==> config.mk <==
export PLATFORM = sky130hd
export DESIGN_NAME = sem_window
export DESIGN_NICKNAME = d
export VERILOG_FILES = /design/src/design/sem_pkg.sv /design/src/design/sem_window.sv
export SDC_FILE = /design/constraint.sdc
export NUM_CORES = 1
export LEC_CHECK = 0
export BUFFER_PORTS_ARGS = -buffer_cell sky130_fd_sc_hd__buf_2
export CORE_MARGIN = 5
export CORE_UTILIZATION = 45
export DETAILED_ROUTE_END_ITERATION = 10
export PLACE_DENSITY = 0.69
export SLEW_MARGIN = 20
export SYNTH_ARGS = -nofsm -noshare
export SYNTH_HDL_FRONTEND = slang
export SYNTH_SLANG_ARGS = --single-unit
==> constraint.sdc <==
create_clock -name i_clk -period 9.6 [get_ports i_clk]
set_clock_uncertainty 0.05 [all_clocks]
set_input_delay 1.92 -clock i_clk [delete_from_list [all_inputs] [get_ports i_clk]]
set_output_delay 1.92 -clock i_clk [all_outputs]
set_load 0.005 [all_outputs]
==> src/design/sem_pkg.sv <==
package sem_pkg;

    localparam int MAX_WIDTH  = 1024;
    localparam int COL_W      = $clog2(MAX_WIDTH);
    localparam int ROW_W      = 16;
    localparam int WID_W      = 11;
    localparam int PIX_W      = 8;
    localparam int CFG_IDX_W  = 1;
    localparam int CFG_DATA_W = 16;
    localparam int FIFO_DEPTH = 4;
    localparam int FIFO_AW    = $clog2(FIFO_DEPTH);
    localparam int CNT_W      = FIFO_AW + 1;

    localparam logic [CFG_IDX_W-1:0] CFG_IMAGE_WIDTH  = 1'd0;
    localparam logic [CFG_IDX_W-1:0] CFG_IMAGE_HEIGHT = 1'd1;

    localparam logic CMD_PIXEL = 1'b0;
    localparam logic CMD_DRAIN = 1'b1;

    localparam logic [WID_W-1:0] WIDTH_RESET  = 11'd640;
    localparam logic [ROW_W-1:0] HEIGHT_RESET = 16'd480;
    localparam logic [WID_W-1:0] WIDTH_MIN    = 11'd3;
    localparam logic [WID_W-1:0] WIDTH_MAX    = WID_W'(MAX_WIDTH);
    localparam logic [ROW_W-1:0] HEIGHT_MIN   = 16'd3;
    localparam logic [PIX_W-1:0] EDGE_MAX     = 8'd255;

    typedef logic [8:0][PIX_W-1:0] t_window;

    // Decision taken for one input transaction at the moment it is accepted.
    typedef struct packed {
        logic             proc;
        logic             emit;
        logic             inner;
        logic             last;
        logic             top_en;
        logic             mid_en;
        logic [COL_W-1:0] col;
    } t_item_ctrl;

    // Column data of one item, in the cycle after its acceptance.
    typedef struct packed {
        logic             valid;
        logic             proc;
        logic             emit;
        logic             inner;
        logic             last;
        logic [PIX_W-1:0] top;
        logic [PIX_W-1:0] mid;
        logic [PIX_W-1:0] pixel;
    } t_col_data;

    typedef struct packed {
        logic [PIX_W-1:0] edge_value;
        logic             frame_last;
    } t_result;

    function automatic logic [PIX_W-1:0] sobel_mag(input t_window w);
        logic signed [11:0] a, c, d2, f2, g, i, b2, h2;
        logic signed [11:0] gx, gy, ax, ay;
        logic [11:0]        m;
        a  = $signed({4'b0, w[0]});
        c  = $signed({4'b0, w[2]});
        d2 = $signed({3'b0, w[3], 1'b0});
        f2 = $signed({3'b0, w[5], 1'b0});
        g  = $signed({4'b0, w[6]});
        i  = $signed({4'b0, w[8]});
        b2 = $signed({3'b0, w[1], 1'b0});
        h2 = $signed({3'b0, w[7], 1'b0});
        gx = a - c + d2 - f2 + g - i;
        gy = a + b2 + c - g - h2 - i;
        ax = gx[11] ? -gx : gx;
        ay = gy[11] ? -gy : gy;
        m  = {1'b0, ax[10:0]} + {1'b0, ay[10:0]};
        return (m > {4'b0, EDGE_MAX}) ? EDGE_MAX : m[PIX_W-1:0];
    endfunction

endpackage

==> src/design/sem_window.sv <==
module sem_window (
    input  logic                        i_clk,
    input  logic                        i_rst_n,
    input  sem_pkg::t_col_data          i_col,
    output logic                        o_push,
    output sem_pkg::t_result            o_result
);

    sem_pkg::t_window r_window, n_window;
    logic             r_s2_valid;
    logic             r_s2_inner;
    logic             r_s2_last;

    always_comb begin
        n_window = r_window;
        if (i_col.valid && i_col.proc) begin
            for (int r = 0; r < 3; r++) begin
                n_window[r*3+0] = r_window[r*3+1];
                n_window[r*3+1] = r_window[r*3+2];
            end
            n_window[2] = i_col.top;
            n_window[5] = i_col.mid;
            n_window[8] = i_col.pixel;
        end
    end

    always_ff @(posedge i_clk) begin
        if (!i_rst_n) begin
            r_window   <= '0;
            r_s2_valid <= 1'b0;
        end else begin
            r_window   <= n_window;
            r_s2_valid <= i_col.valid && i_col.emit;
        end
    end

    always_ff @(posedge i_clk) begin
        r_s2_inner <= i_col.inner;
        r_s2_last  <= i_col.last;
    end

    assign o_push              = r_s2_valid;
    assign o_result.edge_value = r_s2_inner ? sem_pkg::sobel_mag(r_window) : '0;
    assign o_result.frame_last = r_s2_last;

endmodule

==> flow_summary.toml <==
[critical_path]
slowest_delay_ns = 0.56
cp_max_fo = 10
cp.required_ns = 7.63
arrival_ns = 6.63
cp_top_family = "compound AO/OA/AOI/OAI gates"
critPathSlowestCell = "fa_1"
path_class = "flip-flop to output pin"
cp.buffers_inverters = 5
cp-start-kind = "flip-flop"
end_kind = "output pin"

[pwr]
power.share.clock_pct = 16.4
power_density_mw_per_mm2 = 316
power.ir.vdd_worst_mv = 0.291
p_int_uw = 1210
power.switching_uw = 983
leakage_uw = 0.00290
comb_power_share_pct = 68.8
p_seq_share_pct = 14.9
p_sw_share_pct = 44.8

[clocking]
cts_tree = "built"
cts_setup_buffers = 0
h-tree-depth = 3
cts-resized-gates = 0
cts_buffers = 9
clockBufferDepth = 2
clock_latency_ns = 0.34
root_buffer = "clkbuf_16"
clk_pin_slew_worst_paths_ns = 0.06
holdBufCountCts = 0
clock-sinks = 75

[sta]
rsz0062_at_grt = "false"
finalCriticalPeriod_ns = 8.60
setup_violations = 0
max_freq_mhz = 116
fin_crit_sh_pct = 89.6
tns_ns = 0
whs_ns = 0.412
relSlewSlack_pct = 50.4
final_hold_viol_count = 0
slew_violations = 0
worstMarginPinSlew_ns = 0.743

[yosys]
ys_ff_latch = 75
yosysTopAreaCell = "dfxtp_1"
synth_xor_area_share_pct = 6.00
syn-mean-instance-area_um2 = 8.45
synth_top_family_by_area = "adder cells"
synth_warnings = 0
synth_fa_ha_area_share_pct = 28.1
ys_seq_area_share_pct = 24.0
async_flop_share_pct = 0
syn_inst = 741
synth_area_leaders = "dfxtp_1 24%, fa_1 18%, ha_1 10%"
synth_top_area_share_pct = 24.0
synth_compound_area_share_pct = 18.4
synth.distinct_cells = 54
syn-num-nets = 879
synth_edf_count = 0
synth-simple-area-share_pct = 14.2
syn_area_mm2 = 0.00626
synthMuxAreaShare_pct = 0.679
synth_ff_type = "dfxtp_1"

[global_routing]
antenna_found_initial = 0
gr-total-overflow = 0
grt_max_degree = 74
grt_usage_pct = 15.1
grt_pass1_wl_um = 20200
grt_pass1_vias = 4494

[layout]
antenna_cells = 0
final_cell_mix = "156 x nand2_1, 117 x inv_1, 80 x a21boi_0, 75 x dfxtp_1, 56 x fa_1"
synthToLayoutAreaGrowth_pct = 10.8
fin_nets = 908
fillers = 1379
final_common_cell = "nand2_1"
drive_gt1_share_pct = 9.68
postLayoutCoreUtil_pct = 50.3
stdcell_area_mm2 = 0.00693

[placed_design]
dp.final_hpwl_um = 9110
numPortBuffers = 40
gp_congestion = 0.826
post_dp_cell_area_mm2 = 0.00661

[routing]
ant_nets = 0
wl_um = 11700
post_drt_wl_per_cell_um = 12.3
via_per_inst = 4.88
remaining_drc_errors = 0
dr.pass1.iters = 4
vias = 4659
drt_iter0_markers = 219

[outcome]
status = "finished, final reports clean"

[floorplan]
pin_count = 41
core_mm2 = 0.0138
start_util_pct = 45.5
die_area_mm2 = 0.0164
die_h_um = 128
die_x_um = 128
rows = 43

[run]
max_cap_violations = 0

[min_path]
hold_class = "flip-flop to flip-flop"
-- cell type report --
type                            count  area [µm²]  area share (%)
Clock inverter                      7        92.6            1.34
Clock buffer                        9         225            3.25
Sequential cell                    75        1500            21.7
Inverter                          117         439            6.33
Timing Repair Buffer               43         225            3.25
Tap cell                          180         225            3.25
Multi-Input combinational cell    524        4230            60.9
-- cell usage after synthesis (3+ instances only) --
| cell | n |
|---|---|
| a21boi_0 | 80 |
| a21oi_1 | 17 |
| fa_1 | 56 |
| a21oi_2 | 3 |
| xnor2_1 | 21 |
| nand3_1 | 5 |
| a21o_1 | 13 |
| ha_1 | 51 |
| and3_1 | 3 |
| or3_1 | 3 |
| clkbuf_1 | 23 |
| o21bai_1 | 7 |
| inv_1 | 117 |
| nor2_1 | 22 |
| xor2_1 | 20 |
| o21ai_0 | 10 |
| nand2_1 | 157 |
| dfxtp_1 | 75 |
| nor3_1 | 7 |
| a31oi_1 | 4 |
| nor2b_1 | 4 |
-- tightest hold or removal path: stages, from the launching register on --
cell	delay, ns
dfxtp_1	0.30
nand2_1	0.05
a21boi_0	0.06
-- kinds of logic (layout without fill, tap and decap cells) --
| kind of cell | count (synthesis) | in the layout |
|---|---|---|
| and+or+nand+nor | 215 | 215 |
| AOI/OAI and AO/OA | 156 | 156 |
| buffers and inverters | 142 | 176 |
| adders and majority gates | 107 | 107 |
| DFF | 75 | 75 |
| xor gates and xnor gates | 42 | 42 |
| muxes | 4 | 4 |
-- worst paths after layout --
path / start / slack, ns / end / depth (start not counted)
setup reg to reg: r_window[49]$_SDFFE_PN0P_ / 8.79 / r_window[49]$_SDFFE_PN0P_ / 2
hold / removal: r_window[33]$_SDFFE_PN0P_ / 0.41 / r_window[25]$_SDFFE_PN0P_ / 2
setup / recovery: r_window[0]$_SDFFE_PN0P_ / 1.0 / o_result[4] / 27
hold reg to reg: r_window[33]$_SDFFE_PN0P_ / 0.41 / r_window[25]$_SDFFE_PN0P_ / 2
-- registers in the layout (all words and copies together) (netlist names) --
signal      flops
r_window       72
o_push          1
r_s2_last       1
r_s2_inner      1
-- layer usage --
layer | global-route usage, % | wire [µm]
met1 | 19.2 | 5510
met4 | 5.18 | 274
met3 | 3.46 | 284
met2 | 25.3 | 5650
met5 | 0 | 0
-- stage by stage --
stage	cells	setup WS [ns]	power (µW)
floorplan	741	1.89	1570
global placement	939	1.46	1850
detailed placement	939	1.35	1840
CTS	955	0.956	2220
global route	955	0.466	2400
finish	955	0.997	2190
-- power by group through the flow --
stage	clock, µW	sequential [µW]	combinational, µW
finish	359	326	1510
global route	382	327	1690
CTS	369	326	1520
detailed placement	0	333	1510
global placement	0	333	1520
floorplan	0	331	1240
Note: power is estimated with default switching activity, not from simulation.
