===== src/design/sem_pkg.sv =====
package sem_pkg;

    localparam int MAX_WIDTH  = 1024;
    localparam int COL_W      = $clog2(MAX_WIDTH);
    localparam int ROW_W      = 16;
    localparam int WID_W      = 11;
    localparam int PIX_W      = 8;
    localparam int CFG_IDX_W  = 1;
    localparam int CFG_DATA_W = 16;
    localparam int FIFO_DEPTH = 4;
    localparam int FIFO_AW    = $clog2(FIFO_DEPTH);
    localparam int CNT_W      = FIFO_AW + 1;

    localparam logic [CFG_IDX_W-1:0] CFG_IMAGE_WIDTH  = 1'd0;
    localparam logic [CFG_IDX_W-1:0] CFG_IMAGE_HEIGHT = 1'd1;

    localparam logic CMD_PIXEL = 1'b0;
    localparam logic CMD_DRAIN = 1'b1;

    localparam logic [WID_W-1:0] WIDTH_RESET  = 11'd640;
    localparam logic [ROW_W-1:0] HEIGHT_RESET = 16'd480;
    localparam logic [WID_W-1:0] WIDTH_MIN    = 11'd3;
    localparam logic [WID_W-1:0] WIDTH_MAX    = WID_W'(MAX_WIDTH);
    localparam logic [ROW_W-1:0] HEIGHT_MIN   = 16'd3;
    localparam logic [PIX_W-1:0] EDGE_MAX     = 8'd255;

    typedef logic [8:0][PIX_W-1:0] t_window;

    // Decision taken for one input transaction at the moment it is accepted.
    typedef struct packed {
        logic             proc;
        logic             emit;
        logic             inner;
        logic             last;
        logic             top_en;
        logic             mid_en;
        logic [COL_W-1:0] col;
    } t_item_ctrl;

    // Column data of one item, in the cycle after its acceptance.
    typedef struct packed {
        logic             valid;
        logic             proc;
        logic             emit;
        logic             inner;
        logic             last;
        logic [PIX_W-1:0] top;
        logic [PIX_W-1:0] mid;
        logic [PIX_W-1:0] pixel;
    } t_col_data;

    typedef struct packed {
        logic [PIX_W-1:0] edge_value;
        logic             frame_last;
    } t_result;

    function automatic logic [PIX_W-1:0] sobel_mag(input t_window w);
        logic signed [11:0] a, c, d2, f2, g, i, b2, h2;
        logic signed [11:0] gx, gy, ax, ay;
        logic [11:0]        m;
        a  = $signed({4'b0, w[0]});
        c  = $signed({4'b0, w[2]});
        d2 = $signed({3'b0, w[3], 1'b0});
        f2 = $signed({3'b0, w[5], 1'b0});
        g  = $signed({4'b0, w[6]});
        i  = $signed({4'b0, w[8]});
        b2 = $signed({3'b0, w[1], 1'b0});
        h2 = $signed({3'b0, w[7], 1'b0});
        gx = a - c + d2 - f2 + g - i;
        gy = a + b2 + c - g - h2 - i;
        ax = gx[11] ? -gx : gx;
        ay = gy[11] ? -gy : gy;
        m  = {1'b0, ax[10:0]} + {1'b0, ay[10:0]};
        return (m > {4'b0, EDGE_MAX}) ? EDGE_MAX : m[PIX_W-1:0];
    endfunction

endpackage


===== src/design/sem_ctrl.sv =====
module sem_ctrl (
    input  logic                            i_clk,
    input  logic                            i_rst_n,
    input  logic                            i_cfg_valid,
    output logic                            o_cfg_ready,
    input  logic [sem_pkg::CFG_IDX_W-1:0]   i_cfg_index,
    input  logic [sem_pkg::CFG_DATA_W-1:0]  i_cfg_data,
    input  logic                            i_accept,
    input  logic                            i_cmd,
    output sem_pkg::t_item_ctrl             o_item
);

    logic [sem_pkg::WID_W-1:0] r_image_width;
    logic [sem_pkg::ROW_W-1:0] r_image_height;
    logic [sem_pkg::ROW_W-1:0] r_in_row,  n_in_row;
    logic [sem_pkg::COL_W-1:0] r_in_col,  n_in_col;
    logic [sem_pkg::ROW_W-1:0] r_out_row, n_out_row;
    logic [sem_pkg::COL_W-1:0] r_out_col, n_out_col;
    logic                      r_frame_received, n_frame_received;

    logic [sem_pkg::WID_W-1:0] w_eff;
    logic [sem_pkg::WID_W-1:0] w_m1_full, w_m2_full;
    logic [sem_pkg::COL_W-1:0] w_m1, w_m2;
    logic [sem_pkg::ROW_W-1:0] h_eff, h_m1, h_m2;
    logic                      ready_px;
    logic                      in_col_end, out_col_end;

    assign o_cfg_ready = 1'b1;

    always_ff @(posedge i_clk) begin
        if (!i_rst_n) begin
            r_image_width  <= sem_pkg::WIDTH_RESET;
            r_image_height <= sem_pkg::HEIGHT_RESET;
        end else if (i_cfg_valid) begin
            unique case (i_cfg_index)
                sem_pkg::CFG_IMAGE_WIDTH:  r_image_width  <= i_cfg_data[sem_pkg::WID_W-1:0];
                sem_pkg::CFG_IMAGE_HEIGHT: r_image_height <= i_cfg_data[sem_pkg::ROW_W-1:0];
                default: ;
            endcase
        end
    end

    always_comb begin
        priority if (r_image_width < sem_pkg::WIDTH_MIN) begin
            w_eff = sem_pkg::WIDTH_MIN;
        end else if (r_image_width > sem_pkg::WIDTH_MAX) begin
            w_eff = sem_pkg::WIDTH_MAX;
        end else begin
            w_eff = r_image_width;
        end
        w_m1_full = w_eff - sem_pkg::WID_W'(1);
        w_m2_full = w_eff - sem_pkg::WID_W'(2);
        w_m1      = w_m1_full[sem_pkg::COL_W-1:0];
        w_m2      = w_m2_full[sem_pkg::COL_W-1:0];
        h_eff     = (r_image_height < sem_pkg::HEIGHT_MIN) ? sem_pkg::HEIGHT_MIN
                                                           : r_image_height;
        h_m1      = h_eff - sem_pkg::ROW_W'(1);
        h_m2      = h_eff - sem_pkg::ROW_W'(2);
    end

    always_comb begin
        ready_px     = (r_in_row >= sem_pkg::ROW_W'(2)) ||
                       ((r_in_row == sem_pkg::ROW_W'(1)) && (r_in_col != '0));
        in_col_end   = (r_in_col >= w_m1);
        out_col_end  = (r_out_col >= w_m1);

        o_item.proc   = (i_cmd == sem_pkg::CMD_PIXEL) && !r_frame_received;
        o_item.emit   = (i_cmd == sem_pkg::CMD_DRAIN) ? r_frame_received
                                                      : (o_item.proc && ready_px);
        // A drain result is always zero, even after the width changed in mid-frame.
        o_item.inner  = o_item.proc &&
                        (r_out_row != '0) && (r_out_row <= h_m2) &&
                        (r_out_col != '0) && (r_out_col <= w_m2);
        o_item.last   = out_col_end && (r_out_row >= h_m1);
        o_item.top_en = (r_in_row >= sem_pkg::ROW_W'(2));
        o_item.mid_en = (r_in_row != '0);
        o_item.col    = r_in_col;

        n_in_row         = r_in_row;
        n_in_col         = r_in_col;
        n_out_row        = r_out_row;
        n_out_col        = r_out_col;
        n_frame_received = r_frame_received;

        if (i_accept && o_item.proc) begin
            if (in_col_end) begin
                n_in_col = '0;
                if (r_in_row >= h_m1) begin
                    n_in_row         = '0;
                    n_frame_received = 1'b1;
                end else begin
                    n_in_row = r_in_row + sem_pkg::ROW_W'(1);
                end
            end else begin
                n_in_col = r_in_col + sem_pkg::COL_W'(1);
            end
        end

        // The frame's last result returns every position to the start.
        if (i_accept && o_item.emit) begin
            priority if (o_item.last) begin
                n_in_row         = '0;
                n_in_col         = '0;
                n_out_row        = '0;
                n_out_col        = '0;
                n_frame_received = 1'b0;
            end else if (out_col_end) begin
                n_out_col = '0;
                n_out_row = r_out_row + sem_pkg::ROW_W'(1);
            end else begin
                n_out_col = r_out_col + sem_pkg::COL_W'(1);
            end
        end
    end

    always_ff @(posedge i_clk) begin
        if (!i_rst_n) begin
            r_in_row         <= '0;
            r_in_col         <= '0;
            r_out_row        <= '0;
            r_out_col        <= '0;
            r_frame_received <= 1'b0;
        end else begin
            r_in_row         <= n_in_row;
            r_in_col         <= n_in_col;
            r_out_row        <= n_out_row;
            r_out_col        <= n_out_col;
            r_frame_received <= n_frame_received;
        end
    end

endmodule


===== config.mk =====
export PLATFORM = sky130hd
export DESIGN_NAME = sem_ctrl
export DESIGN_NICKNAME = d
export VERILOG_FILES = /design/src/design/sem_pkg.sv /design/src/design/sem_ctrl.sv
export SDC_FILE = /design/constraint.sdc
export NUM_CORES = 1
export LEC_CHECK = 0
export BUFFER_PORTS_ARGS = -buffer_cell sky130_fd_sc_hd__buf_2
export CORE_ASPECT_RATIO = 1.4
export CORE_UTILIZATION = 40
export CTS_BUF_LIST = sky130_fd_sc_hd__clkbuf_8 sky130_fd_sc_hd__clkbuf_16
export DETAILED_ROUTE_END_ITERATION = 10
export SLEW_MARGIN = 25
export SYNTH_ARGS = -nofsm -noshare
export SYNTH_HDL_FRONTEND = slang
export SYNTH_SLANG_ARGS = --single-unit

===== constraint.sdc =====
create_clock -name i_clk -period 5.9 [get_ports i_clk]
set_input_delay 0 -clock i_clk [delete_from_list [all_inputs] [get_ports i_clk]]
set_output_delay 0 -clock i_clk [all_outputs]
set_load 0.05 [all_outputs]

==> results_dict.tcl <==
set metrics [dict create \
    outcome "finished, final reports clean" \
    dieArea_sq_um 16400 \
    cts_tree "done" \
    dp_hpwl_mm 12.8 \
    grt_max_degree 30 \
    synth.most_common_cell "nand2_1" \
    skew_ps 10.7 \
    p_leak_nw 3.07 \
    io_pins 39 \
    arrival_ps 5630 \
    cts_resized 0 \
    p_int_w 0.00102 \
    power_switching_share_pct 30.5 \
    hold_buffers 16 \
    async_flop_share_pct 0 \
    clockRootBuffer "clkbuf_16" \
    worstMarginPinSlew_ps 1050 \
    synth_top_area_cell "dfxtp_1" \
    path_max_fanout 28 \
    cts.sinks 80 \
    min_period_ps 5350 \
    critPathLaunchType "flip-flop" \
    gp_congestion 0.893 \
    grt.total_usage_pct 21.0 \
    powerDensity_nw_per_um2 205 \
    rr_worst_depth 17 \
    start_util_pct 40.9 \
    drv_slew 0 \
    synth_edf_count 0 \
    core_sq_um 15500 \
    avgSynthCellArea_sq_um 8.09 \
    clkPwrFrac_pct 40.9 \
    grt_pass1_wl_mm 26.4 \
    yosysSeqAreaShare_pct 25.2 \
    cts_max_level 3 \
    synthCells 786 \
    ir_drop_mv 0.108 \
    ys_warn_count 0 \
    drtIter0Drc 336 \
    drc 0 \
    wl_per_cell_microns 16.2 \
    dpl_cell_area_sq_um 6660 \
    slew_headroom_pct 30.3 \
    synth_area_sq_um 6360 \
    final_area_sq_um 7140 \
    critPathSlowestCell "o2111ai_4" \
    finalHoldViolCount 0 \
    rsz0062_at_grt "no" \
    layout-drive-gt1-share_pct 10.0 \
    endpoint_kind "flip-flop" \
    cts_buffer_depth 2 \
    ys_top_cells_by_count "nand2_1 (115), ha_1 (90), dfxtp_1 (80), nor2_1 (71), a21oi_1 (38)" \
    min_path_cells 4 \
    criticalPathCategory "reg -> reg" \
    numCtsBuffers 9 \
    synth_nets 898 \
    path_clk_slew_ps 60 \
    area_growth_pct 12.3 \
    rrSetupSlack_ps 550 \
    cpPeakStageDelay_ps 560 \
    die_y_microns 151 \
    first_pass_iters 4 \
    port_buffers 37 \
    ant_nets 0 \
    fin_tns_setup_ps 0 \
    drt-total-wl_mm 16.6 \
    crit_chain "or4_4 > or2_2 > nor3_1 > nor2_1 > ha_1 > or4b_4 > or3_1 > nand2b_1 > nor3_1 > xnor2_1 > ha_1 > a21o_1 > a21o_1 > a21oi_1 > o2111ai_4 > buf_4 > nor2_1" \
    grt_pass1_vias 5215 \
    synth_cell_types 64 \
    cts_setup_buffers 0 \
    rows 54 \
    pwr-share-seq_pct 39.5 \
    maxCapViolations 0 \
    post-route-period-util_pct 90.7 \
    grt_antenna_before_repair 0 \
    max_freq_mhz 187 \
    diodes 0 \
    die-width_microns 109 \
    worst_ep_required_time_ps 6180 \
    ys_seq_elements 80 \
    yosys.area.top_type_share_pct 25.2 \
    grt.overflow.total 0 \
    vias 5562 \
    comb_power_share_pct 19.6 \
    synthFlopType "dfxtp_1" \
    hold_class "in -> reg" \
    avgViaCountPerCell 5.43 \
    clk_latency_ps 340 \
    ys_top_cells_by_area "dfxtp_1 (25%), ha_1 (18%), nand2_1 (6.8%), xor2_1 (5.1%), xnor2_1 (4.8%)" \
    num-nets-final 936 \
    power.switching_w 0.000446 \
    setup_viol 0 \
]
sequential cells by signal (all words and copies together), names as in the netlist:
signal and flops:
r_image_height 16, r_in_row 16, r_out_row 16, r_image_width 11, r_in_col 10, r_out_col 10, r_frame_received 1
metrics by stage:
stage | utilization, % | hold WS, ps | setup slack, ps | cells | total power [W]
finish | 45.9 | 92.1 | 547 | 1025 | 0.00146
global route | 45.9 | 123 | 226 | 1025 | 0.00153
CTS | 45.9 | 80.4 | 539 | 1025 | 0.00148
detailed placement | 42.9 | 262 | 570 | 993 | 0.000870
global placement | 42.9 | 257 | 662 | 993 | 0.000869
floorplan | - | 124 | 1270 | 786 | 0.000796
cell families after synthesis:
kind of cell | share of synthesized area [%]
AOI/OAI and AO/OA | 15.0
xor gates and xnor gates | 9.92
adders and majority gates | 18.0
buffers and inverters | 3.80
DFF | 25.2
other | 0.0590
and+or+nand+nor | 28.0
worst max-delay path, delay by kind of cell (launching register included):
family	cells	cell delay, ps
flip-flops	1	490
AO/OA/AOI/OAI	4	1140
AND/OR/NAND/NOR	9	2330
adder cells (fa/ha/maj)	2	640
buffers and inverters	1	440
XOR/XNOR	1	220
cell type report:
class | instances | area, sq um
Clock buffer | 11 | 253
Multi-Input combinational cell | 652 | 4510
Inverter | 25 | 93.8
Sequential cell | 80 | 1600
Timing Repair Buffer | 56 | 368
Fill cell | 1546 | 8400
Tap cell | 196 | 245
Clock inverter | 5 | 63.8
cell usage in the layout, fill, tap and decap left out, types with 25 or more instances in the layout:
| cell | n |
|---|---|
| dfxtp_1 | 80 |
| inv_1 | 25 |
| ha_1 | 90 |
| nor2_1 | 71 |
| buf_2 | 37 |
| o21ai_0 | 28 |
| nand3_1 | 28 |
| a21oi_1 | 38 |
| xnor2_1 | 35 |
| xor2_1 | 37 |
| nand2_1 | 115 |
metal layers:
layer / routed length, microns / global-route usage (%)
met4: 637 / 10.6
met5: 0 / 0
met1: 7080 / 24.5
met3: 493 / 2.97
met2: 8380 / 36.9
power groups by stage:
stage | clock, W | combinational (W) | sequential [W]
floorplan | 0 | 0.000215 | 0.000581
global placement | 0 | 0.000278 | 0.000591
detailed placement | 0 | 0.000279 | 0.000591
CTS | 0.000611 | 0.000289 | 0.000578
global route | 0.000632 | 0.000320 | 0.000581
finish | 0.000598 | 0.000288 | 0.000578
path summary, 6_finish.rpt:
check / start / end
max: r_image_height[6] / r_out_row[4]
min: i_accept / r_in_col[1]
max reg2reg: r_image_height[6] / r_out_row[4]
min reg2reg: r_image_height[1] / r_image_height[1]
(Power assumes the default switching activity.)
