--- src/design/sem_pkg.sv ---
package sem_pkg;

    localparam int MAX_WIDTH  = 1024;
    localparam int COL_W      = $clog2(MAX_WIDTH);
    localparam int ROW_W      = 16;
    localparam int WID_W      = 11;
    localparam int PIX_W      = 8;
    localparam int CFG_IDX_W  = 1;
    localparam int CFG_DATA_W = 16;
    localparam int FIFO_DEPTH = 4;
    localparam int FIFO_AW    = $clog2(FIFO_DEPTH);
    localparam int CNT_W      = FIFO_AW + 1;

    localparam logic [CFG_IDX_W-1:0] CFG_IMAGE_WIDTH  = 1'd0;
    localparam logic [CFG_IDX_W-1:0] CFG_IMAGE_HEIGHT = 1'd1;

    localparam logic CMD_PIXEL = 1'b0;
    localparam logic CMD_DRAIN = 1'b1;

    localparam logic [WID_W-1:0] WIDTH_RESET  = 11'd640;
    localparam logic [ROW_W-1:0] HEIGHT_RESET = 16'd480;
    localparam logic [WID_W-1:0] WIDTH_MIN    = 11'd3;
    localparam logic [WID_W-1:0] WIDTH_MAX    = WID_W'(MAX_WIDTH);
    localparam logic [ROW_W-1:0] HEIGHT_MIN   = 16'd3;
    localparam logic [PIX_W-1:0] EDGE_MAX     = 8'd255;

    typedef logic [8:0][PIX_W-1:0] t_window;

    // Decision taken for one input transaction at the moment it is accepted.
    typedef struct packed {
        logic             proc;
        logic             emit;
        logic             inner;
        logic             last;
        logic             top_en;
        logic             mid_en;
        logic [COL_W-1:0] col;
    } t_item_ctrl;

    // Column data of one item, in the cycle after its acceptance.
    typedef struct packed {
        logic             valid;
        logic             proc;
        logic             emit;
        logic             inner;
        logic             last;
        logic [PIX_W-1:0] top;
        logic [PIX_W-1:0] mid;
        logic [PIX_W-1:0] pixel;
    } t_col_data;

    typedef struct packed {
        logic [PIX_W-1:0] edge_value;
        logic             frame_last;
    } t_result;

    function automatic logic [PIX_W-1:0] sobel_mag(input t_window w);
        logic signed [11:0] a, c, d2, f2, g, i, b2, h2;
        logic signed [11:0] gx, gy, ax, ay;
        logic [11:0]        m;
        a  = $signed({4'b0, w[0]});
        c  = $signed({4'b0, w[2]});
        d2 = $signed({3'b0, w[3], 1'b0});
        f2 = $signed({3'b0, w[5], 1'b0});
        g  = $signed({4'b0, w[6]});
        i  = $signed({4'b0, w[8]});
        b2 = $signed({3'b0, w[1], 1'b0});
        h2 = $signed({3'b0, w[7], 1'b0});
        gx = a - c + d2 - f2 + g - i;
        gy = a + b2 + c - g - h2 - i;
        ax = gx[11] ? -gx : gx;
        ay = gy[11] ? -gy : gy;
        m  = {1'b0, ax[10:0]} + {1'b0, ay[10:0]};
        return (m > {4'b0, EDGE_MAX}) ? EDGE_MAX : m[PIX_W-1:0];
    endfunction

endpackage

--- src/design/sem_out_fifo.sv ---
module sem_out_fifo (
    input  logic                        i_clk,
    input  logic                        i_rst_n,
    input  logic                        i_push,
    input  sem_pkg::t_result            i_result,
    output logic                        o_valid,
    input  logic                        i_ready,
    output sem_pkg::t_result            o_result,
    output logic [sem_pkg::CNT_W-1:0]   o_count
);

    sem_pkg::t_result            r_mem [sem_pkg::FIFO_DEPTH];
    logic [sem_pkg::FIFO_AW-1:0] r_wr_ptr, r_rd_ptr;
    logic [sem_pkg::CNT_W-1:0]   r_count;
    logic                        pop;

    assign o_valid  = (r_count != '0);
    assign pop      = o_valid && i_ready;
    assign o_result = r_mem[r_rd_ptr];
    assign o_count  = r_count;

    always_ff @(posedge i_clk) begin
        if (!i_rst_n) begin
            r_wr_ptr <= '0;
            r_rd_ptr <= '0;
            r_count  <= '0;
        end else begin
            if (i_push) begin
                r_wr_ptr <= r_wr_ptr + sem_pkg::FIFO_AW'(1);
            end
            if (pop) begin
                r_rd_ptr <= r_rd_ptr + sem_pkg::FIFO_AW'(1);
            end
            r_count <= r_count + sem_pkg::CNT_W'(i_push) - sem_pkg::CNT_W'(pop);
        end
    end

    always_ff @(posedge i_clk) begin
        if (i_push) begin
            r_mem[r_wr_ptr] <= i_result;
        end
    end

endmodule

--- config.mk ---
export PLATFORM = sky130hd
export DESIGN_NAME = sem_out_fifo
export DESIGN_NICKNAME = d
export VERILOG_FILES = /design/src/design/sem_pkg.sv /design/src/design/sem_out_fifo.sv
export SDC_FILE = /design/constraint.sdc
export NUM_CORES = 1
export LEC_CHECK = 0
export BUFFER_PORTS_ARGS = -buffer_cell sky130_fd_sc_hd__buf_2
export CAP_MARGIN = 40
export CORE_MARGIN = 3
export CORE_UTILIZATION = 55
export DETAILED_ROUTE_END_ITERATION = 8
export PLACE_DENSITY = 0.78
export SLEW_MARGIN = 20
export SYNTH_ARGS = -nofsm -noshare
export SYNTH_HDL_FRONTEND = slang
export SYNTH_SLANG_ARGS = --single-unit
--- constraint.sdc ---
create_clock -name i_clk -period 5.3 [get_ports i_clk]
set_input_delay 0.53 -clock i_clk [delete_from_list [all_inputs] [get_ports i_clk]]
set_output_delay 0.53 -clock i_clk [all_outputs]
set_load 0.02 [all_outputs]
==> run summary, run 1 <==
The flow ran to the end, and the final reports show no timing, DRC or antenna violations. For the total nets after synthesis, the log shows 111. The root buffer cell is sky130_fd_sc_hd__clkbuf_4. In the final routed layout, each cell accounts on average for 17.1 um.

Static power due to leakage: 0.734 nW. The number of buffers on the longest clock path was 2. The congestion estimate from routability-driven global placement came to 0.728.

In this run, synthesis produced a sequential element count of 45. The tightest min-delay check is of the in -> reg type. The residual DRC count came out at 0.

In this design, the largest share of critical-path delay is due to flip-flops. The antenna diode count was 0; the worst-case reg-to-reg path depth was 7. The number of instances on the worst hold path is 1. Dividing total power by cell area gives a power density of 415 mW/mm^2. The critical path launch point type is a flip-flop.

Buffers placed on the I/O ports in this run total 25. The count of nets left with antenna violations once routing finished came out at 0. The top cell types in the final layout, fill and taps aside, are sky130_fd_sc_hd__edfxtp_1 (36), sky130_fd_sc_hd__buf_2 (25), sky130_fd_sc_hd__mux4_2 (9), sky130_fd_sc_hd__dfxtp_1 (9), sky130_fd_sc_hd__and2_1 (8).

The final clock skew is 0.00345 ns. The vertical extent of the die is 62.7 um, and the slew of the pin with the lowest slew margin is 0.574 ns. Max-slew violation count: 0. The first detailed-routing pass took 4 iterations. The share of the Yosys chip area taken by registers is 71.2%. The final worst-path cycle share came out at 44.2%. The final hold slack was 0.391 ns; the overall die area was 0.00394 mm^2. In this run, placement finished with an instance count of 156. Gates resized during post-CTS repair numbered 0. In the final design database the tool counted 141 nets.

The final routed wirelength across all metal layers is 2810 um, and the number of buffers created by CTS is 5. Across all layers, the routed design uses 874 vias. In the routed layout, each cell is associated on average with a via count of 5.33.

Global-route wire length before repair: 4550 um. Clock latency on the worst-skew pair, taken at its later pin, is 0.34 ns. The fill cell instance count of the final layout was 215; the shortest clock period the worst path allows after layout was 2.34 ns.

The setup violation total in the final timing report is 0, and the post-synthesis instance total is 91. The total overflow left after global routing is 0. The run gives 953 as the number of global-route vias before repair.

The width of the chip was 62.7 um. The library cell used most frequently in the layout, excluding fill and tap cells, is sky130_fd_sc_hd__edfxtp_1. Cells fill 68.3% of the core in the end. The cell row count was 19. Entering global routing, the biggest net connects 14 pins. The CTS clock-pin slew for the worst setup and hold paths works out to 0.12 ns. During synthesis, Yosys emitted a total of 0 warnings. The largest individual stage delay along the critical path comes from the cell sky130_fd_sc_hd__dfxtp_1.

The tools report the power consumption as 0.000823 W. Dividing the synthesized area by the synthesized cell count gives 19.5 um^2. Detailed placement ended at an HPWL of 1980 um. The worst setup path is captured at a primary output. The number of antenna violations at the first check in global routing is 0. The tools report the H-tree depth as 2. The run gives 0 as the number of post-CTS setup repair buffers.

STA puts the critical path data required time at 4.77 ns. Setup repair after global routing left no endpoint under its margin. The fraction of final layout cells sized beyond drive strength 1 works out to 32.8%. The delay of the slowest cell on the worst path is 0.70 ns. Of all nets on the critical path, the largest fanout is 9. Headroom to the max-slew limit came out at 61.7%. At the worst endpoint, the arrival time is 1.81 ns.

For the overall track demand over capacity in global routing, the log shows 16.1%. The setup TNS is 0 ns. The maximum operating frequency was 427 MHz.

For the total of hold buffers inserted after clock tree synthesis, the log shows 0. The core region area is 0.00290 mm^2, and the post-synthesis instance area is 0.00177 mm^2. The worst-case vdd ir drop was 257 uV; the count of max-cap constraint violations was 0. The detailed router finished its first iteration with 37 violations. 26 I/O pins were placed. The number of clock sinks seen by CTS is 45, and the final cell count without fillers is 164. The initial utilization of the core area, before any placement, comes to 61.0%.

The signed area change from the synthesized netlist to the final layout was 11.9%. The signal on the critical path passes through mux4_2 > buf_2. Synthesis instantiated 18 different standard cells from the library.

Worst path buffer plus inverter count: 1. The critical path is of the reg -> out type. TritonCTS built the clock tree. The instance count on the critical path came out at 2.

The tools report the final number of hold-violating endpoints as 0.
==> layout make-up <==
cell class                      instances  area [um^2]  share of cell area (%)
Tap cell                               42         52.6                    2.65
Clock inverter                          1         3.75                   0.190
Inverter                                6         22.5                    1.14
Sequential cell                        45         1260                    63.7
Timing Repair Buffer                   25          125                    6.32
Clock buffer                            7         45.0                    2.27
Multi-Input combinational cell         38          470                    23.8
==> stage by stage <==
step | instance area (um^2) | setup WS [ns]
after CTS | 1980 | 2.89
after global routing | 1980 | 2.82
final | 1980 | 2.96
after global placement | 1930 | 3.25
after floorplan | 1770 | 3.24
after detailed placement | 1930 | 3.15
==> worst paths after layout <==
| check | startpoint | to | slack, ns |
|---|---|---|---|
| max | flip-flop | o_result[2] | 2.96 |
| min | i_result[8] | r_mem[3][8] | 0.39 |
| max reg2reg | o_count[1] | o_count[2] | 3.18 |
| min reg2reg | r_rd_ptr[1] | flip-flop | 0.49 |
==> cells by family after synthesis <==
family | Yosys count | synth area share (%)
XOR/XNOR | 2 | 1.77
multiplexers | 13 | 13.7
AND/OR/NAND/NOR | 14 | 4.66
flip-flops | 45 | 71.2
AO/OA/AOI/OAI | 2 | 1.06
adder cells (fa/ha/maj) | 7 | 5.37
buffers and inverters | 8 | 2.19
==> where the power goes <==
group | switching [W] | internal [W] | total, W | leakage [nW]
registers | 0.0000362 | 0.000414 | 0.000450 | 0.405
logic | 0.000112 | 0.000110 | 0.000222 | 0.303
clock network | 0.0000996 | 0.0000512 | 0.000151 | 0.0269
total | 0.000248 | 0.000575 | 0.000823 | 0.734
==> layer usage <==
layer	vias up	routed length (um)	global-route usage (%)	part of all wire, %
met5	-	0	0	0
met3	9	118	4.50	4.2
met2	24	1430	26.5	51
met4	0	91	10.2	3.2
met1	438	1180	18.6	42
li1	403	-	-	-
==> state kept, by name (all words and copies together) (netlist names), named ones only <==
register,cells
r_mem,36
r_rd_ptr,2
o_count,3
r_wr_ptr,2
==> synth_stat cells <==
master,number,area [um^2]
sky130_fd_sc_hd__edfxtp_1,36,1080
sky130_fd_sc_hd__dfxtp_1,9,180
sky130_fd_sc_hd__mux4_2,9,203
sky130_fd_sc_hd__and2_1,8,50.1
sky130_fd_sc_hd__ha_1,6,75.1
sky130_fd_sc_hd__inv_1,6,22.5
sky130_fd_sc_hd__mux2i_1,4,40.0
sky130_fd_sc_hd__nand2_1,2,7.51
sky130_fd_sc_hd__nand2b_1,2,12.5
sky130_fd_sc_hd__buf_6,1,11.3
sky130_fd_sc_hd__clkbuf_2,1,5.00
sky130_fd_sc_hd__fa_1,1,20.0
sky130_fd_sc_hd__nor2b_1,1,6.26
sky130_fd_sc_hd__o311ai_1,1,8.76
sky130_fd_sc_hd__o31a_2,1,10.0
sky130_fd_sc_hd__or3_1,1,6.26
sky130_fd_sc_hd__xnor3_1,1,22.5
sky130_fd_sc_hd__xor2_1,1,8.76
==> worst reg2reg max path: cells and delay by family, from the launching register on <==
family,cells,cell delay (ns)
xor+xnor,1,0.18
flops,1,0.38
fa+ha+maj,3,0.86
simple gates,1,0.16
compound gates,1,0.41
buf+inv,1,0.04
Note: power is estimated with default switching activity, not from simulation.
==> run 2, diff against run 1 <==
--- a/config.mk
+++ b/config.mk
@@ -5,12 +5,13 @@
 export SDC_FILE = /design/constraint.sdc
 export NUM_CORES = 1
 export LEC_CHECK = 0
+export ABC_AREA = 1
 export BUFFER_PORTS_ARGS = -buffer_cell sky130_fd_sc_hd__buf_2
 export CAP_MARGIN = 40
 export CORE_MARGIN = 3
-export CORE_UTILIZATION = 55
+export CORE_UTILIZATION = 50
 export DETAILED_ROUTE_END_ITERATION = 8
-export PLACE_DENSITY = 0.78
+export PLACE_DENSITY = 0.75
 export SLEW_MARGIN = 20
 export SYNTH_ARGS = -nofsm -noshare
 export SYNTH_HDL_FRONTEND = slang
==> constraint.sdc (replaced) <==
create_clock -name i_clk -period 2 [get_ports i_clk]
set_input_delay 0.2 -clock i_clk [delete_from_list [all_inputs] [get_ports i_clk]]
set_output_delay 0.2 -clock i_clk [all_outputs]
set_load 0.02 [all_outputs]
==> run 2 against run 1 <==
Register-to-register slack worse by 3.0 ns. Setup slack got worse by 2.8 ns. Die area rose by 16%. Critical path depth increased by 6. First-iteration DRC count rose by 30%. Non-clock buffer count up 1. Sequential power grew to 2.5 times the previous value. Hold slack got worse by 0.28 ns. Via count rose by 31%. Final cell count up 36%.
==> run summary, run 2 <==
The run finished with clean final reports. The logs give 0.00190 mm^2 (+7.3%) for the post-synthesis instance area and 0.00126 mm^2 (unchanged) for the flip-flop and latch area. Power per cell area: 1200 mW/mm^2 (+190%). The met3 routing resource usage after global routing is 4.16% (-0.34 points), and the slew of the pin with the lowest slew margin is 0.427 ns (-0.147 ns). The initial detailed-routing violation count is 48 (+30%), and the setup violation total in the final timing report is 0 (unchanged). The run gives 0.00349 mm^2 (+20%) as the core region area. Setup repair after global routing left no endpoint under its margin. The met1 capacity usage during global routing is 18.0% (-0.58 points). The run gives 0 (unchanged) as the number of antenna violations at the first check in global routing.

Largest net degree at the start of global routing: 20 (+6). r_mem holds more flip-flops than any other register. For the total congestion overflow, the log shows 0 (unchanged). The top cell types in the final layout, fill and taps aside, are sky130_fd_sc_hd__edfxtp_1 (36), sky130_fd_sc_hd__buf_2 (25), sky130_fd_sc_hd__o21ai_0 (18). The count of max-cap constraint violations is 0 (unchanged). The number of buffers on the longest clock path came out at 2 (unchanged). Power share of the sequential group: 43.6% (-11 points). Yosys attributes the largest share of cell area to sky130_fd_sc_hd__edfxtp_1 (57%), sky130_fd_sc_hd__dfxtp_1 (9.5%), sky130_fd_sc_hd__o22ai_2 (5.9%), sky130_fd_sc_hd__o21ai_0 (4.7%), sky130_fd_sc_hd__ha_1 (4.0%).

The logs give 0 (unchanged) for the antenna diode count and 0 (unchanged) for the final number of hold-violating endpoints. For the number of optimization iterations in the first detailed-route pass, the log shows 4 (unchanged). The number of warnings printed during yosys synthesis came out at 0 (unchanged). The number of enable flip-flop cells after synthesis is 36 (unchanged), and the final clock skew is 0.00429 ns (+0.000848 ns).

The most used flip-flop cell after synthesis is sky130_fd_sc_hd__edfxtp_1. Counting instances in the post-synthesis netlist gives the leading cell types as sky130_fd_sc_hd__edfxtp_1 (36), sky130_fd_sc_hd__o21ai_0 (18), sky130_fd_sc_hd__inv_1 (15). The run gives 2 (unchanged) as the H-tree depth. The routed length per placed instance was 14.5 um (-15%); the max-slew violation count was 0 (unchanged). Overall die area: 0.00457 mm^2 (+16%). The logs give 5 (unchanged) for the number of buffers created by CTS and 2250 um (+13%) for the HPWL after detailed placement. In this run the worst hold path is classified as in -> reg. The run gives 27.8% (+1.3 points) as the met2 capacity usage during global routing.

The worst path in the final design needs a cycle of 1.79 ns, including I/O delays and setup. The fraction of registers with async set or reset after synthesis is 0% (unchanged). The number of clock sinks seen by CTS came out at 45 (unchanged). The part of the total power dissipated in combinational logic came out at 30.6% (+3.6 points). The run gives 5160 um (+14%) as the global-route wire length before repair.

The logs give 0 (unchanged) for the total of hold buffers inserted after clock tree synthesis and 146 (+60%) for the post-synthesis instance total. Root buffer cell: sky130_fd_sc_hd__clkbuf_8. The area growth from synthesis to layout is 13.8%.

The cell row count is 21 (+2). The number of port buffers is 25 (unchanged). Critical path capture point type: a flip-flop. The run gives 0.00174 W (+200%) as the internal portion of total power. The CTS clock-pin slew for the worst setup and hold paths works out to 0.08 ns (-0.04 ns). The run gives 16.3% (+0.18 points) as the overall track demand over capacity in global routing. Data arrival time of the critical path: 1.99 ns (+0.18 ns). Of all cell types, the one taking the most synthesized area is sky130_fd_sc_hd__edfxtp_1. The insertion delay to the later sink of the worst-skew pair was 0.30 ns (-0.04 ns). Total nets after synthesis: 166 (+50%).

TritonCTS built the clock tree. The run gives 0 (unchanged) as the number of post-CTS setup repair buffers. The width of the chip was 67.6 um (+7.8%); the post-detailed-route via-to-cell ratio was 5.13 (-3.7%).

Fill cell instance count of the final layout: 280 (+30%). The logs give 3230 um (+15%) for the final routed wirelength across all metal layers and 0 ns (unchanged) for the setup TNS. The run gives 1134 (+19%) as the number of global-route vias before repair.

The share of power burned in the clock network came out at 25.8% (+7.5 points). The routability congestion estimate came out at 0.666 (-8.5%). The post-synthesis sequential element count is 45 (unchanged). The tools report the final core area utilization as 61.9% (-6.4 points). The tools report the reported net switching power as 0.000869 W (+250%). The tools report the starting utilization of the core area as 54.4% (-6.7 points). The number of top-level pins came out at 26 (unchanged). The tools report the data required time of the worst path as 2.19 ns (-2.58 ns). The vertical extent of the die is 67.6 um (+7.8%).

The fraction of final layout cells sized beyond drive strength 1 came out at 32.8% (about the same). The post-cts repair resize count was 0 (unchanged). STA classifies the critical path startpoint as a flip-flop. Area share of the largest cell type after synthesis: 56.9% (-4.1 points). Most common cell after layout, fill and taps aside: sky130_fd_sc_hd__edfxtp_1.

The setup path with the least slack is of type reg -> reg. The final worst-path cycle share was 89.7%; the remaining max-slew budget at the tightest pin was 71.5% (+9.8 points). The number of nets in the finished design is 196 (+39%), and the number of distinct library cells after synthesis is 19 (+1). The count of vias placed by the detailed router is 1144 (+31%), and the residual DRC count is 0 (unchanged). The static power due to leakage was 0.858 nW (+17%). The count of antenna-violating nets left after detailed routing was 0 (unchanged). The worst-path maximum fanout is 4 (-5).

The number of flip-flops under the largest register name came out at 36 (unchanged). For the share of synthesized area occupied by flip-flops and latches, the log shows 66.4% (-4.8 points). For the area of the multi-input gates, the log shows 524 um^2 (+11%). The layer carrying the most global-route usage is met2.

The synthesized area divided by synthesized cell count was 13.0 um^2 (-33%); the maximum operating frequency was 557 MHz. The logs give 0.21 ns (-2.97 ns) for the setup slack of the most critical reg-to-reg path and 741 uV (+190%) for the worst-case vdd ir drop. Most common cell in the netlist: sky130_fd_sc_hd__edfxtp_1. The switching power share of the total was 33.4% (+3.2 points).
[run 2: final cells by class]
cell class | instances | area share, %
flip-flops and latches | 45 | 58.3
multi-input cells | 81 | 24.2
clock buffers | 5 | 3.18
well taps | 46 | 2.66
clock inverters | 3 | 2.14
repair buffers | 26 | 6.13
inverters | 17 | 3.30
[run 2: path summary, 6_finish.rpt]
| path | start | to | cells after the start |
|---|---|---|---|
| hold reg to reg | r_rd_ptr[0] | r_rd_ptr[0] | 2 |
| setup reg to reg | o_count[1] | o_count[2] | 8 |
| hold / removal | i_result[7] | r_mem[0][7] | 1 |
| setup / recovery | o_count[1] | o_count[2] | 8 |
[run 2: cell families (layout without fill, tap and decap cells)]
logic type                 Yosys count  after routing  synth area share [%]
and+or+nand+nor                     39             39                  9.29
buffers and inverters               20             51                  5.99
DFF                                 45             45                  66.4
AOI/OAI and AO/OA                   35             35                  13.3
adders and majority gates            7              7                  5.01
[run 2: power by group through the flow]
stage | logic (W) | clock network (W) | registers, W
after floorplan | 0.000590 | 0 | 0.00118
after detailed placement | 0.000809 | 0 | 0.00116
after global routing | 0.000897 | 0.000724 | 0.00115
after CTS | 0.000812 | 0.000685 | 0.00114
after global placement | 0.000757 | 0 | 0.00115
final | 0.000797 | 0.000671 | 0.00114
[run 2: metrics by stage]
| stage | power (W) | instance area (um^2) | worst slack, ns | hold WS (ns) | std cells |
|---|---|---|---|---|---|
| after detailed placement | 0.00197 | 2050 | 0.207 | 0.414 | 215 |
| final | 0.00260 | 2160 | 0.206 | 0.108 | 223 |
| after global routing | 0.00277 | 2160 | 0.108 | 0.100 | 223 |
| after global placement | 0.00191 | 2050 | 0.329 | 0.409 | 215 |
| after floorplan | 0.00177 | 1900 | 0.257 | 0.293 | 146 |
| after CTS | 0.00263 | 2160 | 0.189 | 0.102 | 223 |
[run 2: critical path, cell delays in order (launching register included)]
cell and delay, ns:
sky130_fd_sc_hd__dfxtp_1 0.34, sky130_fd_sc_hd__nor2_2 0.13, sky130_fd_sc_hd__a21boi_0 0.12, sky130_fd_sc_hd__ha_1 0.31
sky130_fd_sc_hd__inv_1 0.05, sky130_fd_sc_hd__ha_1 0.18, sky130_fd_sc_hd__fa_1 0.38, sky130_fd_sc_hd__a21oi_1 0.13
sky130_fd_sc_hd__nor2_1 0.06
[run 2: per-layer routing]
layer	wire, um	share of wire, %	up-vias
met5	0	0	-
met4	111	3.4	0
met3	168	5.2	14
met2	1640	51	38
met1	1310	41	527
li1	-	-	565
